===== config.mk =====
export PLATFORM = sky130hd
export DESIGN_NAME = humidity_temp_frame_decoder
export DESIGN_NICKNAME = d
export VERILOG_FILES = /design/src/hdl/htfd_pkg.sv /design/src/hdl/htfd_frame.sv /design/src/hdl/htfd_scale.sv /design/src/hdl/humidity_temp_frame_decoder.sv
export SDC_FILE = /design/constraint.sdc
export NUM_CORES = 1
export LEC_CHECK = 0
export BUFFER_PORTS_ARGS = -buffer_cell sky130_fd_sc_hd__buf_4
export CAP_MARGIN = 20
export CORE_MARGIN = 2
export CORE_UTILIZATION = 65
export CTS_BUF_LIST = sky130_fd_sc_hd__clkbuf_16
export CTS_CLUSTER_SIZE = 12
export DETAILED_ROUTE_END_ITERATION = 16
export PLACE_DENSITY = 0.83
export SYNTH_ARGS = -nofsm -noshare
export SYNTH_HDL_FRONTEND = slang
export SYNTH_SLANG_ARGS = --single-unit

===== constraint.sdc =====
create_clock -name clk -period 13.28 [get_ports clk]
set_input_delay 1.992 -clock clk [delete_from_list [all_inputs] [get_ports clk]]
set_output_delay 1.992 -clock clk [all_outputs]
set_load 0.03 [all_outputs]

===== src/hdl/htfd_pkg.sv =====
// htfd_pkg: shared types, constants and the crc-8 step for the frame decoder
// no dependencies; imported by htfd_frame, htfd_scale and the top level
package htfd_pkg;

  localparam logic [7:0]  CRC_POLY   = 8'h31;
  localparam logic [7:0]  CRC_INIT   = 8'hFF;

  localparam logic [14:0] TEMP_SCALE  = 15'd17500;
  localparam logic [14:0] TEMP_OFFSET = 15'd4500;
  localparam logic [13:0] HUM_SCALE   = 14'd12500;
  localparam logic [13:0] HUM_OFFSET  = 14'd600;
  localparam logic [13:0] HUM_MAX     = 14'd10000;
  localparam logic [16:0] DIV_CONST   = 17'd65535;

  // position of the next byte within the six-byte frame
  typedef enum logic [2:0] {
    POS_T_HI  = 3'd0,
    POS_T_LO  = 3'd1,
    POS_T_CRC = 3'd2,
    POS_H_HI  = 3'd3,
    POS_H_LO  = 3'd4,
    POS_H_CRC = 3'd5
  } pos_t;

  // status of the byte being processed this cycle
  typedef struct packed {
    logic last;   // byte closes the frame, a result follows
    logic ok;     // both word crcs matched
  } htfd_status_t;

  // crc-8, msb first, one byte folded in
  function automatic logic [7:0] crc_feed(input logic [7:0] crc, input logic [7:0] data);
    logic [7:0] c;
    c = crc ^ data;
    for (int b = 0; b < 8; b++) begin
      if (c[7]) begin
        c = {c[6:0], 1'b0} ^ CRC_POLY;
      end else begin
        c = {c[6:0], 1'b0};
      end
    end
    return c;
  endfunction

endpackage


===== src/hdl/htfd_frame.sv =====
// htfd_frame: byte position tracking, running crc and raw word capture
// depends on htfd_pkg
module htfd_frame (
  input  logic                  clk,
  input  logic                  rst_n,
  input  logic                  go,
  input  logic [7:0]            rx_byte,
  input  logic                  frame_start,
  output htfd_pkg::htfd_status_t status,
  output logic [15:0]           temp_raw,
  output logic [15:0]           hum_raw
);
  import htfd_pkg::*;

  pos_t        pos_r, pos_nxt, pos_eff;
  logic [7:0]  crc_r, crc_nxt;
  logic [15:0] temp_raw_r, temp_raw_nxt;
  logic [15:0] hum_raw_r, hum_raw_nxt;
  logic        first_ok_r, first_ok_nxt;
  logic        crc_match;

  always_comb begin
    if (frame_start || (pos_r > POS_H_CRC)) begin
      pos_eff = POS_T_HI;
    end else begin
      pos_eff = pos_r;
    end
  end

  assign crc_match = (crc_r == rx_byte);

  always_comb begin
    pos_nxt      = pos_r;
    crc_nxt      = crc_r;
    temp_raw_nxt = temp_raw_r;
    hum_raw_nxt  = hum_raw_r;
    first_ok_nxt = first_ok_r;
    if (go) begin
      pos_nxt = pos_t'(pos_eff + 3'd1);
      case (pos_eff)
        POS_T_HI: begin
          crc_nxt      = crc_feed(CRC_INIT, rx_byte);
          temp_raw_nxt = {rx_byte, 8'h00};
        end
        POS_T_LO: begin
          crc_nxt      = crc_feed(crc_r, rx_byte);
          temp_raw_nxt = {temp_raw_r[15:8], rx_byte};
        end
        POS_T_CRC: begin
          first_ok_nxt = crc_match;
          crc_nxt      = CRC_INIT;
        end
        POS_H_HI: begin
          crc_nxt     = crc_feed(CRC_INIT, rx_byte);
          hum_raw_nxt = {rx_byte, 8'h00};
        end
        POS_H_LO: begin
          crc_nxt     = crc_feed(crc_r, rx_byte);
          hum_raw_nxt = {hum_raw_r[15:8], rx_byte};
        end
        default: begin
          pos_nxt = POS_T_HI;
          crc_nxt = CRC_INIT;
        end
      endcase
    end
  end

  always_ff @(posedge clk) begin
    if (!rst_n) begin
      pos_r      <= POS_T_HI;
      crc_r      <= CRC_INIT;
      temp_raw_r <= 16'h0000;
      hum_raw_r  <= 16'h0000;
      first_ok_r <= 1'b0;
    end else begin
      pos_r      <= pos_nxt;
      crc_r      <= crc_nxt;
      temp_raw_r <= temp_raw_nxt;
      hum_raw_r  <= hum_raw_nxt;
      first_ok_r <= first_ok_nxt;
    end
  end

  assign status.last = (pos_eff == POS_H_CRC);
  assign status.ok   = first_ok_r && crc_match;
  assign temp_raw    = temp_raw_r;
  assign hum_raw     = hum_raw_r;

endmodule


===== src/hdl/htfd_scale.sv =====
// htfd_scale: raw words to centi-degrees and clamped centi-percent
// depends on htfd_pkg; divide by 65535 is shift, add and one correction
module htfd_scale (
  input  logic [15:0]        temp_raw,
  input  logic [15:0]        hum_raw,
  output logic signed [14:0] temp_centi,
  output logic [13:0]        hum_centi
);
  import htfd_pkg::*;

  logic [30:0] t_prod;
  logic [14:0] t_q0, t_q;
  logic [16:0] t_rem;
  logic [29:0] h_prod;
  logic [13:0] h_q0, h_q, h_diff;
  logic [16:0] h_rem;

  // quotient estimate p>>16, remainder (p mod 2^16) + q0 stays below 2*65535
  assign t_prod = 31'(temp_raw) * 31'(TEMP_SCALE);
  assign t_q0   = t_prod[30:16];
  assign t_rem  = {1'b0, t_prod[15:0]} + {2'b00, t_q0};
  assign t_q    = t_q0 + 15'(t_rem >= DIV_CONST);

  assign h_prod = 30'(hum_raw) * 30'(HUM_SCALE);
  assign h_q0   = h_prod[29:16];
  assign h_rem  = {1'b0, h_prod[15:0]} + {3'b000, h_q0};
  assign h_q    = h_q0 + 14'(h_rem >= DIV_CONST);

  assign temp_centi = signed'(t_q - TEMP_OFFSET);

  assign h_diff = h_q - HUM_OFFSET;

  always_comb begin
    if (h_q < HUM_OFFSET) begin
      hum_centi = 14'd0;
    end else if (h_diff > HUM_MAX) begin
      hum_centi = HUM_MAX;
    end else begin
      hum_centi = h_diff;
    end
  end

endmodule


===== src/hdl/humidity_temp_frame_decoder.sv =====
// humidity_temp_frame_decoder: six-byte measurement frame to checked readings
// the result word is loaded into the result register when the sixth byte leaves the input register
// throughput: one byte per cycle unless out_stall holds back the last byte of a frame
// reset: synchronous active-low rst_n clears the valid flags of both pipeline registers,
// byte count 0, crc to 0xff; depends on htfd_pkg, htfd_frame and htfd_scale
module humidity_temp_frame_decoder (
  input  logic               clk,
  input  logic               rst_n,
  input  logic               in_valid,
  output logic               in_stall,
  input  logic [7:0]         in_rx_byte,
  input  logic               in_frame_start,
  output logic               out_valid,
  input  logic               out_stall,
  output logic               out_reading_valid,
  output logic signed [14:0] out_temperature_centi,
  output logic [13:0]        out_humidity_centi
);
  import htfd_pkg::*;

  // input register
  logic        in_vld_r, in_vld_nxt;
  logic [7:0]  byte_r;
  logic        start_r;

  // result register
  logic               out_vld_r, out_vld_nxt;
  logic               ok_r;
  logic signed [14:0] temp_r;
  logic [13:0]        hum_r;

  htfd_status_t       status;
  logic [15:0]        temp_raw, hum_raw;
  logic signed [14:0] temp_centi;
  logic [13:0]        hum_centi;
  logic               proc_go;
  logic               load_out;

  // a byte that gives no result never waits on the output side
  assign proc_go  = in_vld_r && (!status.last || !out_vld_r || !out_stall);
  assign load_out = proc_go && status.last;
  assign in_stall = in_vld_r && !proc_go;

  always_comb begin
    in_vld_nxt = in_vld_r;
    if (!in_stall) begin
      in_vld_nxt = in_valid;
    end
  end

  always_comb begin
    out_vld_nxt = out_vld_r;
    if (load_out) begin
      out_vld_nxt = 1'b1;
    end else if (!out_stall) begin
      out_vld_nxt = 1'b0;
    end
  end

  always_ff @(posedge clk) begin
    if (!rst_n) begin
      in_vld_r  <= 1'b0;
      out_vld_r <= 1'b0;
    end else begin
      in_vld_r  <= in_vld_nxt;
      out_vld_r <= out_vld_nxt;
    end
  end

  // payload capture, no reset needed
  always_ff @(posedge clk) begin
    if (!in_stall && in_valid) begin
      byte_r  <= in_rx_byte;
      start_r <= in_frame_start;
    end
  end

  // frame tracking: byte count, crc check, raw words
  htfd_frame u_frame (
    .clk         (clk),
    .rst_n       (rst_n),
    .go          (proc_go),
    .rx_byte     (byte_r),
    .frame_start (start_r),
    .status      (status),
    .temp_raw    (temp_raw),
    .hum_raw     (hum_raw)
  );

  // conversion works on the stored words, ready before the last crc byte
  htfd_scale u_scale (
    .temp_raw   (temp_raw),
    .hum_raw    (hum_raw),
    .temp_centi (temp_centi),
    .hum_centi  (hum_centi)
  );

  // failed crc gives an all-zero reading
  always_ff @(posedge clk) begin
    if (load_out) begin
      ok_r   <= status.ok;
      temp_r <= status.ok ? temp_centi : 15'sd0;
      hum_r  <= status.ok ? hum_centi : 14'd0;
    end
  end

  assign out_valid             = out_vld_r;
  assign out_reading_valid     = ok_r;
  assign out_temperature_centi = temp_r;
  assign out_humidity_centi    = hum_r;

endmodule

==> reports/metrics.sh <==
CTS_INSERTED_BUFFERS=9
DIE_HEIGHT_UM=146
CTS_SETUP_BUFFERS=0
AREAGROWTHSYNTHTOFINISH_PCT=6.41
FP.DIEW_UM=146
NETLIST_INSTANCES=1465
POST_CTS_HOLD_BUFFER_COUNT=0
GP_ROUTABILITY_CONGESTION=0.909
CLK_ROOT_BUFFER_CELL='sky130_fd_sc_hd__clkbuf_16'
CORE-AREA_UM2=19600
FINAL_PERIOD_UTILIZATION_PCT=79.3
POST_SYNTH.CELL_AREA_AVG_UM2=8.90
FINAL_CELL_AREA_UM2=13900
CTS_REPAIR_RESIZE_COUNT=0
CRITPATHREQUIREDTIME_PS=13470
CP_SLOWEST_STAGE_DELAY_PS=600
PORTBUFFERS=44
SYNTH_TOP_FLOP_CELL='sky130_fd_sc_hd__dfxtp_1'
PINT_uW=504
FINALCOREUTILIZATION_PCT=70.8
LAYOUT.FILLER_CELLS=1474
WORSTREGTOREGCELLS=39
POSTROUTEANTENNANETS=0
STD_CELL_ROWS=51
COMB_POWER_SHARE_PCT=27.4
START_UTIL_PCT=66.6
SYN-NUM-NETS=1804
N_ANTENNA_CELL=0
CTS_SINKS=85
YOSYSSEQAREASHARE_PCT=16.0
AVGVIACOUNTPERCELL=5.86
WORST_SKEW_PAIR.LATE_LATENCY_PS=360
REGTOREGENDPOINT='out_humidity_centi[1]'
DRT_FIRST_ITER_VIOLATIONS=757
R2R_SETUP_SLK_PS=2750
SYNTH-EDFF-COUNT=39
MIN_FROM='u_frame.crc_r[4]'
WORST_PIN_SLEW_PS=818
GRT_FIRST_PASS_WIRELENGTH_UM=47700
TRACK_USAGE_PCT=27.1
SETUP.WORST_PATH.END_CLASS='register'
YOSYS_REGISTER_BITS=85
RUN_STATUS='finished, final reports clean'
CTS_MAX_PATH_BUFFERS=2
GRT_PASS1_VIAS=9986
CTS_TREE='done'
PEAKVDDDROP_mV=0.0712
PLACEMENT.CELL_AREA_UM2=13600
SWSHARE_PCT=32.6
DRT-WIRELENGTH-PER-CELL_UM=16.2
TIMING.FINAL.HOLD_VIOLATIONS=0
WORST_HOLD_PATH_TYPE='register to register'
INITIAL_ANTENNA_VIOLATION_COUNT=0
TIMING.RR.START='u_frame.hum_raw[3]'
TOTAL_SWITCHING_POWER_uW=244
RSZ_0062_RAISED_AFTER_GLOBAL_ROUTING='no'
OVERFLOW_LEFT_AFTER_GLOBAL_ROUTING=0
LKG_PWR_uW=0.00722
WORST-ENDPOINT-ARRIVAL_PS=10710
FINALSETUPTNS_PS=0
LAYOUT.CELLS.MOST_COMMON_LIST='243 x sky130_fd_sc_hd__ha_1, 242 x sky130_fd_sc_hd__inv_1, 84 x sky130_fd_sc_hd__xnor2_1'
ROUTE.VIAS.TOTAL=10300
CRITPATHKIND='register to register'
CLOCK-SKEW-FINAL_PS=20.2
DRT-PASS1-ITER-COUNT=5
SYNTH_CELL_TYPE_COUNT=91
TIMING.FINAL.SETUP_VIOLATIONS=0
DRV_CAP=0
CP_SLOWEST_CELL='sky130_fd_sc_hd__a2111oi_0'
CRITPATHLAUNCHTYPE='register'
ACHIEVABLE-FREQUENCY_MHz=95.0
IO-PIN-COUNT=45
FRACTION_OF_REGISTERS_WITH_ASYNC_SET_RESET_PCT=0
SLEW_HEADROOM_PCT=45.4
HOLD_PATH_END='u_frame.crc_r[4]'
MAX_SLEW_VIOLATION_TOTAL_FROM_THE_FINAL_REPORT=0
CLK_PIN_SLEW_WORST_PATHS_PS=80
CRITICAL_PATH.MOST_COMMON_CELL='sky130_fd_sc_hd__ha_1'
SYN_AREA_UM2=13000
FINALCRITICALPERIOD_PS=10530
DRT_DRC_VIOLATIONS_LEFT=0
DESIGN.DIE.AREA_UM2=21200
HOLD_CRITICAL_PATH_DEPTH=2
LARGEST_NET_DEGREE_AT_THE_START_OF_GLOBAL_ROUTING=47
ROUTE.FINAL.WIRE_LENGTH_UM=28400
MOSTFREQUENTLAYOUTCELL='sky130_fd_sc_hd__ha_1'
PATH_MAX_FANOUT=9
PWR-SHARE-SEQ_PCT=39.1
FRACTION_OF_FINAL_LAYOUT_CELLS_WITH_DRIVE_STRENGTH_GREATER_THAN_1_PCT=7.24
SYNTHESIS.YOSYS.WARNINGS=0
CLKPWRFRAC_PCT=33.5
CTSHTREEMAXLEVEL=3
POWERDENSITY_nW_PER_UM2=53.9
NETS=1826
DETAILED_PLACE_HPWL_UM=23800
[stage by stage]
stage	setup WS, ps	hold slack (ps)	total power [uW]	std cells
3_3_place_gp	3270	488	493	1741
4_1_cts	2840	514	750	1757
6_report	2750	519	747	1757
3_5_place_dp	2870	501	500	1741
2_1_floorplan	3730	473	459	1465
5_1_grt	1870	543	788	1757
[routing by layer]
metal | vias to the layer above | global-route usage, % | share of wire [%]
li1 | 5143 | - | -
met1 | 4866 | 38.5 | 48
met2 | 253 | 45.0 | 46
met3 | 37 | 2.73 | 4.3
met4 | 0 | 6.13 | 1.3
met5 | - | 0 | 0
[flip-flops by register name, indices dropped and copies added, names as in the netlist, 3 cells and up]
register,flops
out_temperature_centi,15
u_frame.crc_r,8
byte_r,8
u_frame.hum_raw,16
u_frame.temp_raw,16
u_frame.pos_r,3
out_humidity_centi,14
[power by group through the flow]
stage	Clock, uW	Sequential [uW]	Combinational (uW)
after floorplan	0	289	170
after global placement	0	298	196
after detailed placement	0	298	203
after CTS	254	292	205
after global routing	265	293	231
final	250	292	205
[cell usage after synthesis (8+ instances only)]
master	count	area (um2)
sky130_fd_sc_hd__a211oi_1	10	75.1
sky130_fd_sc_hd__a21o_1	25	188
sky130_fd_sc_hd__a21oi_1	73	365
sky130_fd_sc_hd__a22oi_1	18	135
sky130_fd_sc_hd__a31oi_1	15	93.8
sky130_fd_sc_hd__and2_1	14	87.6
sky130_fd_sc_hd__and3_1	18	113
sky130_fd_sc_hd__clkbuf_1	28	105
sky130_fd_sc_hd__dfxtp_1	46	921
sky130_fd_sc_hd__edfxtp_1	39	1170
sky130_fd_sc_hd__fa_1	83	1660
sky130_fd_sc_hd__ha_1	243	3040
sky130_fd_sc_hd__inv_1	242	908
sky130_fd_sc_hd__mux2i_1	19	190
sky130_fd_sc_hd__nand2_1	62	233
sky130_fd_sc_hd__nand2b_1	8	50.1
sky130_fd_sc_hd__nand3_1	31	155
sky130_fd_sc_hd__nand4_1	13	81.3
sky130_fd_sc_hd__nor2_1	60	225
sky130_fd_sc_hd__nor2b_1	43	269
sky130_fd_sc_hd__nor3_1	29	145
sky130_fd_sc_hd__o211ai_1	12	90.1
sky130_fd_sc_hd__o21a_1	10	75.1
sky130_fd_sc_hd__o21ai_0	33	165
sky130_fd_sc_hd__o21bai_1	14	105
sky130_fd_sc_hd__or3_1	12	75.1
sky130_fd_sc_hd__xnor2_1	84	736
sky130_fd_sc_hd__xor2_1	34	298
[worst max-delay path, delay by kind of cell (launching register included)]
kind / cells / cell delay (ps)
buf+inv: 4 / 310
compound gates: 14 / 3610
flops: 1 / 490
xor+xnor: 1 / 150
simple gates: 9 / 1900
fa+ha+maj: 10 / 3530
mux: 1 / 340
[layout make-up]
class,instances,area (um2),area share [%]
Clock buffer,9,225,1.62
Tap cell,265,332,2.39
Multi-Input combinational cell,1097,9870,71.1
Inverter,247,927,6.68
Timing Repair Buffer,47,353,2.54
Sequential cell,85,2090,15.1
Clock inverter,7,76.3,0.550
[logic make-up after synthesis]
| kind of cell | count (synthesis) | share of synthesized area, % |
|---|---|---|
| compound gates | 297 | 15.9 |
| xor+xnor | 121 | 8.39 |
| fa+ha+maj | 326 | 36.1 |
| buf+inv | 283 | 8.28 |
| flops | 85 | 16.0 |
| mux | 22 | 1.72 |
| simple gates | 331 | 13.6 |
[worst max-delay path by stage]
stage / start / endpoint / slack [ps] / depth (start not counted)
floorplan: u_frame.hum_raw[3] / out_humidity_centi[0] / 3730 / 42
global placement: u_frame.hum_raw[3] / out_humidity_centi[1] / 3270 / 39
detailed placement: u_frame.hum_raw[3] / out_humidity_centi[1] / 2870 / 39
CTS: u_frame.hum_raw[3] / out_humidity_centi[1] / 2840 / 39
global route: u_frame.hum_raw[3] / out_humidity_centi[3] / 1870 / 39
finish: u_frame.hum_raw[3] / out_humidity_centi[1] / 2750 / 39
Note: power is estimated with default switching activity, not from simulation.
